File: config.mk
export PLATFORM = sky130hd
export DESIGN_NAME = smx_div
export DESIGN_NICKNAME = d
export VERILOG_FILES = /design/src/sv/smx_pkg.sv /design/src/sv/smx_div.sv
export SDC_FILE = /design/constraint.sdc
export NUM_CORES = 1
export LEC_CHECK = 0
export BUFFER_PORTS_ARGS = -buffer_cell sky130_fd_sc_hd__buf_4
export CAP_MARGIN = 15
export CORE_ASPECT_RATIO = 0.7
export CORE_UTILIZATION = 45
export DETAILED_ROUTE_END_ITERATION = 7
export PLACE_DENSITY = 0.72
export SKIP_CTS_REPAIR_TIMING = 1
export SYNTH_ARGS = -nofsm -noshare
export SYNTH_HDL_FRONTEND = slang
export SYNTH_SLANG_ARGS = --single-unit
File: constraint.sdc
create_clock -name clk -period 3.2 [get_ports clk]
set_input_delay 0.64 -clock clk [delete_from_list [all_inputs] [get_ports clk]]
set_output_delay 0.64 -clock clk [all_outputs]
set_load 0.05 [all_outputs]
File: src/sv/smx_pkg.sv
// package: opcodes, status codes, divider request and response types
`timescale 1ns / 1ps
package smx_pkg;

	localparam logic [4:0] OP_LIT = 5'd1;
	localparam logic [4:0] OP_RTN = 5'd2;
	localparam logic [4:0] OP_CAL = 5'd3;
	localparam logic [4:0] OP_POP = 5'd4;
	localparam logic [4:0] OP_PSI = 5'd5;
	localparam logic [4:0] OP_PRM = 5'd6;
	localparam logic [4:0] OP_STO = 5'd7;
	localparam logic [4:0] OP_INC = 5'd8;
	localparam logic [4:0] OP_JMP = 5'd9;
	localparam logic [4:0] OP_JPC = 5'd10;
	localparam logic [4:0] OP_CHO = 5'd11;
	localparam logic [4:0] OP_CHI = 5'd12;
	localparam logic [4:0] OP_HLT = 5'd13;
	localparam logic [4:0] OP_NDB = 5'd14;
	localparam logic [4:0] OP_NEG = 5'd15;
	localparam logic [4:0] OP_ADD = 5'd16;
	localparam logic [4:0] OP_SUB = 5'd17;
	localparam logic [4:0] OP_MUL = 5'd18;
	localparam logic [4:0] OP_DIV = 5'd19;
	localparam logic [4:0] OP_MOD = 5'd20;
	localparam logic [4:0] OP_EQL = 5'd21;
	localparam logic [4:0] OP_NEQ = 5'd22;
	localparam logic [4:0] OP_LSS = 5'd23;
	localparam logic [4:0] OP_LEQ = 5'd24;
	localparam logic [4:0] OP_GTR = 5'd25;
	localparam logic [4:0] OP_GEQ = 5'd26;
	localparam logic [4:0] OP_PSP = 5'd27;

	localparam logic [2:0] ST_OK     = 3'd0;
	localparam logic [2:0] ST_DIVZ   = 3'd1;
	localparam logic [2:0] ST_MODZ   = 3'd2;
	localparam logic [2:0] ST_UNDER  = 3'd3;
	localparam logic [2:0] ST_BOUNDS = 3'd4;
	localparam logic [2:0] ST_PC     = 3'd5;

	localparam logic [31:0] EOF_VALUE = 32'hFFFF_FFFF;

	typedef struct packed {
		logic        start;
		logic [31:0] dvd;
		logic [31:0] dvs;
	} div_req_t;

	typedef struct packed {
		logic        done;
		logic [31:0] quo;
		logic [31:0] rem;
	} div_rsp_t;

	// stack items an opcode needs before it runs
	function automatic logic [1:0] need_items(input logic [4:0] op);
		logic [1:0] n;
		case (op)
			OP_RTN, OP_STO: n = 2'd2;
			OP_POP, OP_PSI, OP_JMP, OP_JPC, OP_CHO, OP_NEG: n = 2'd1;
			OP_ADD, OP_SUB, OP_MUL, OP_DIV, OP_MOD, OP_EQL, OP_NEQ,
			OP_LSS, OP_LEQ, OP_GTR, OP_GEQ: n = 2'd2;
			default: n = 2'd0;
		endcase
		return n;
	endfunction

endpackage

File: src/sv/smx_div.sv
// iterative unsigned divider, one quotient bit per cycle
`timescale 1ns / 1ps
module smx_div import smx_pkg::*; (
	input  logic     clk,
	input  logic     arst_n,
	input  div_req_t req,
	output div_rsp_t rsp
);

	logic [31:0] rem_q;
	logic [31:0] quo_q;
	logic [31:0] dvs_q;
	logic [5:0]  cnt_q;
	logic        busy_q;
	logic        done_q;
	logic [32:0] trial;
	logic [32:0] diff;

	assign trial = {rem_q, quo_q[31]};
	assign diff  = trial - {1'b0, dvs_q};

	always_ff @(posedge clk or negedge arst_n) begin
		if (!arst_n) begin
			busy_q <= 1'b0;
			done_q <= 1'b0;
			cnt_q  <= '0;
		end else begin
			done_q <= 1'b0;
			if (req.start) begin
				busy_q <= 1'b1;
				cnt_q  <= 6'd32;
			end else if (busy_q) begin
				cnt_q <= cnt_q - 6'd1;
				if (cnt_q == 6'd1) begin
					busy_q <= 1'b0;
					done_q <= 1'b1;
				end
			end
		end
	end

	always_ff @(posedge clk) begin
		if (req.start) begin
			rem_q <= '0;
			quo_q <= req.dvd;
			dvs_q <= req.dvs;
		end else if (busy_q) begin
			if (!diff[32]) begin
				rem_q <= diff[31:0];
				quo_q <= {quo_q[30:0], 1'b1};
			end else begin
				rem_q <= trial[31:0];
				quo_q <= {quo_q[30:0], 1'b0};
			end
		end
	end

	assign rsp.done = done_q;
	assign rsp.quo  = quo_q;
	assign rsp.rem  = rem_q;

endmodule
==> key figures <==
GRT
  – Gr usage total: approximately 21%
  – Number of global-route vias before repair: approximately 4700
  – Largest net degree at the start of global routing: between 50 and 60
  – Initial antenna violation count: 0
  – First-pass GRT wire length: 23400 um
  – Congestion Overflow GR: 0

Floorplanning
  – Area of the core: 12600 um2
  – Die H: ~98 um
  – IO Count: about 130
  – Initial Utilization: between 40% and 50%
  – Die width: between 100 and 150 um
  – Die ar.: between 10000 and 15000 um2
  – Row Count: 34

Clocking
  – CTS clk-pin slew, worst paths: roughly 70 ps
  – Worst-skew pair later-pin latency: about 350 ps
  – Clk root buf: clkbuf_16
  – Clock Sinks: between 100 and 150
  – CTS Buf Count: 9
  – CTS max path bufs: 2
  – H-tree depth: 3
  – CTS tree: done

Worst setup path
  – Buffer and inverter count on the worst path: 3
  – Crit path cell chain: inv_2 > ha_2 > fa_2 > nand2b_4 > a21oi_4 > o41ai_4 > nor3_2 > o2111ai_2 > a21oi_2 > a31o_4 > buf_6 > xor2_4 > clkbuf_16 > nand2_1 > a311oi_1
  – Crit path kind: flip-flop to flip-flop
  – CP max stage delay: 360 ps
  – CP required: roughly 3500 ps
  – Slowest CP cell: edfxtp_1
  – WP data arrival: ~3400 ps
  – Startpoint types: flip-flop
  – CP Capture Type: flip-flop
  – Crit path max-delay family: compound AO/OA/AOI/OAI gates
  – Crit Path Max Fanout: 9

Finish
  – Finished Core Util: between 60% and 70%
  – Ant diodes: 0
  – Share of layout cells above drive strength 1: approximately a third
  – Finished Cell Area: 7640 um2
  – # fillers: 1030
  – Most frequent cells in the layout: 153 x buf_4, 79 x nand2_1, 64 x edfxtp_1, 49 x nor2_1, 42 x inv_1
  – Synthesis-to-finish area growth: 29.6%
  – Commonest non-fill, non-tap cell in the layout: buf_4
  – Cell Count, Final, Fillers Out: 892
  – NumNets Final: a little over 800

STA
  – Clock skew: around 9 ps
  – Fin crit share: between 90% and 100%
  – Worst hold margin: slightly above 100 ps
  – Max Slew Vio Count: 0
  – Final setup fails: 0
  – Setup TNS: 0 ps
  – Final WS setup: roughly 27 ps
  – Slew @ Worst Pin: 562 ps
  – RSZ-0062 raised after global routing: yes
  – Max-slew headroom: a little over 60%
  – Fin crit period: 3170 ps
  – Final hold violations: 0
  – F_max: ~0.32 GHz

Logic synthesis
  – Synth Register Bits: between 100 and 150
  – Top FF cell, synth: edfxtp_1
  – Post-synthesis adder-cell area fraction: between 7 and 8%
  – XOR/XNOR Fraction of Synth Area: 4.86%
  – Synth Instances: around 580
  – Seq/Total Area, Yosys: a little under half
  – Largest family of logic cells by synthesized area: compound AO/OA/AOI/OAI gates
  – Cell variety after synth: 62
  – Share of the synthesized area in the top cell type: 32.6%
  – EDFF count, synth: 64
  – Mapped Area: 5890 um2
  – Post-synthesis mux area share: around 5.9%
  – Synthesized area per cell: a little over 10 um2
  – Syn Nets: 684
  – Synth warn: 0
  – Leading area contributor after synthesis: edfxtp_1
  – Post-synth ARST share: between 7 and 8%
  – Synth Area in Compound Gates: between 10% and 20%
  – Synth Area in Simple Gates: 14.0%
  – Synth area leaders: edfxtp_1 33%, dfxtp_1 11%, ha_1 7.2%, mux2_2 5.9%, nand2_1 5.1%

Status
  – Status: complete, but fails checks
  – Failing checks: design-rule violations

Detailed routing
  – Avg WL per Cell: 16.5 um
  – Final ANT Viol Nets: 0
  – Pre-antenna DRT Iters: 7
  – Vias per std cell: ~5.6
  – Initial DRC Count: about 400
  – Final wirelength: 14700 um
  – Via count: approximately 5000
  – Drt drc: 5

Hold path
  – Worst Hold Class: input port to asynchronous set/reset pin

Placement
  – DP Worst Slack: -30.6 ps
  – Port Buf Inserts: ~130
  – RD Place Congestion: about 0.9
  – Placed Area: between 7000 and 8000 um2
  – Detailed placer's ending HPWL: roughly 10000 um
  – DP Cell Count: 870

Power and ir drop
  – Register share of total power: around 28%
  – P per Cell Area: a little under 1000 nW/um2
  – Internal: about 4.0 mW
  – Worst vdd ir: 464 uV
  – Comb power frac: between 50% and 60%
  – Leak: ~3.4 nW
  – Final Power: around 7.4 mW
  – Net switching power figure: between 3 and 4 mW
  – Switching Share: between 40 and 50%
  – Power share of the clock group: roughly 14%

Flow run
  – Max_cap viols: 0
[state kept, by name (all words and copies together), names as in the netlist]
| signal | count |
|---|---|
| dvs_q | 32 |
| busy_q | 1 |
| cnt_q | 6 |
| rem_q | 32 |
| quo_q | 32 |
| done_q | 1 |
[Yosys cell counts, drive strengths merged (5+ instances only)]
| library cell | instances |
|---|---|
| nand2 | 80 |
| edfxtp | 64 |
| nor2 | 49 |
| inv | 43 |
| ha | 34 |
| dfxtp | 32 |
| mux2 | 31 |
| a311oi | 29 |
| a21oi | 25 |
| xnor2 | 20 |
| a21o | 19 |
| clkbuf | 19 |
| o21ai | 12 |
| nor3 | 11 |
| xor2 | 11 |
| nand3 | 10 |
| buf | 9 |
| dfrtp | 8 |
| nand2b | 6 |
| and3 | 5 |
[power by group through the flow]
stage | registers [mW] | logic [mW] | clock network, mW
6_report | 2.06 | 4.30 | 1.03
5_1_grt | 2.11 | 4.60 | 1.10
3_3_place_gp | 2.07 | 3.95 | 0
4_1_cts | 2.06 | 4.04 | 1.05
2_1_floorplan | 2.90 | 2.06 | 0
3_5_place_dp | 2.08 | 4.01 | 0
[final timing paths]
path / startpoint / to / slack [ps] / cells after the start
max in group asynchronous: arst_n / busy_q / 2960 / 1
min in group clk: req[22] / dvs_q[22] / 460 / 1
worst min register to register: cnt_q[5] / cnt_q[5] / 530 / 2
worst max register to register: quo_q[31] / rem_q[26] / 30 / 15
worst min-delay path: arst_n / done_q / 100 / 1
worst max-delay path: quo_q[31] / rem_q[26] / 30 / 15
[worst reg2reg max path, stage by stage (launching register included)]
cell	delay, ps
edfxtp_1	360
inv_2	50
ha_2	180
fa_2	340
nand2b_4	160
a21oi_4	150
o41ai_4	80
nor3_2	240
o2111ai_2	180
a21oi_2	210
a31o_4	210
buf_6	120
xor2_4	260
clkbuf_16	220
nand2_1	60
a311oi_1	250
[cells by family after synthesis]
group	after synthesis
buf+inv	71
flops	104
mux	31
simple gates	185
fa+ha+maj	35
compound gates	125
xor+xnor	31
[routing by layer]
metal	global-route usage [%]	vias to the layer above	routed length (um)
li1	-	2396	-
met1	30.8	2397	6970
met2	33.3	150	6820
met3	3.92	26	703
met4	5.81	0	240
met5	0	-	0
[cell type report]
class                   instances  area [um2]  area share [%]
flip-flops and latches        104        2760            36.2
multi-input cells             407        2990            39.1
well taps                     162         203            2.65
inverters                      43         161            2.11
clock inverters                 2        16.3           0.213
repair buffers                160        1250            16.4
clock buffers                  14         254            3.32
(Power assumes the default switching activity.)
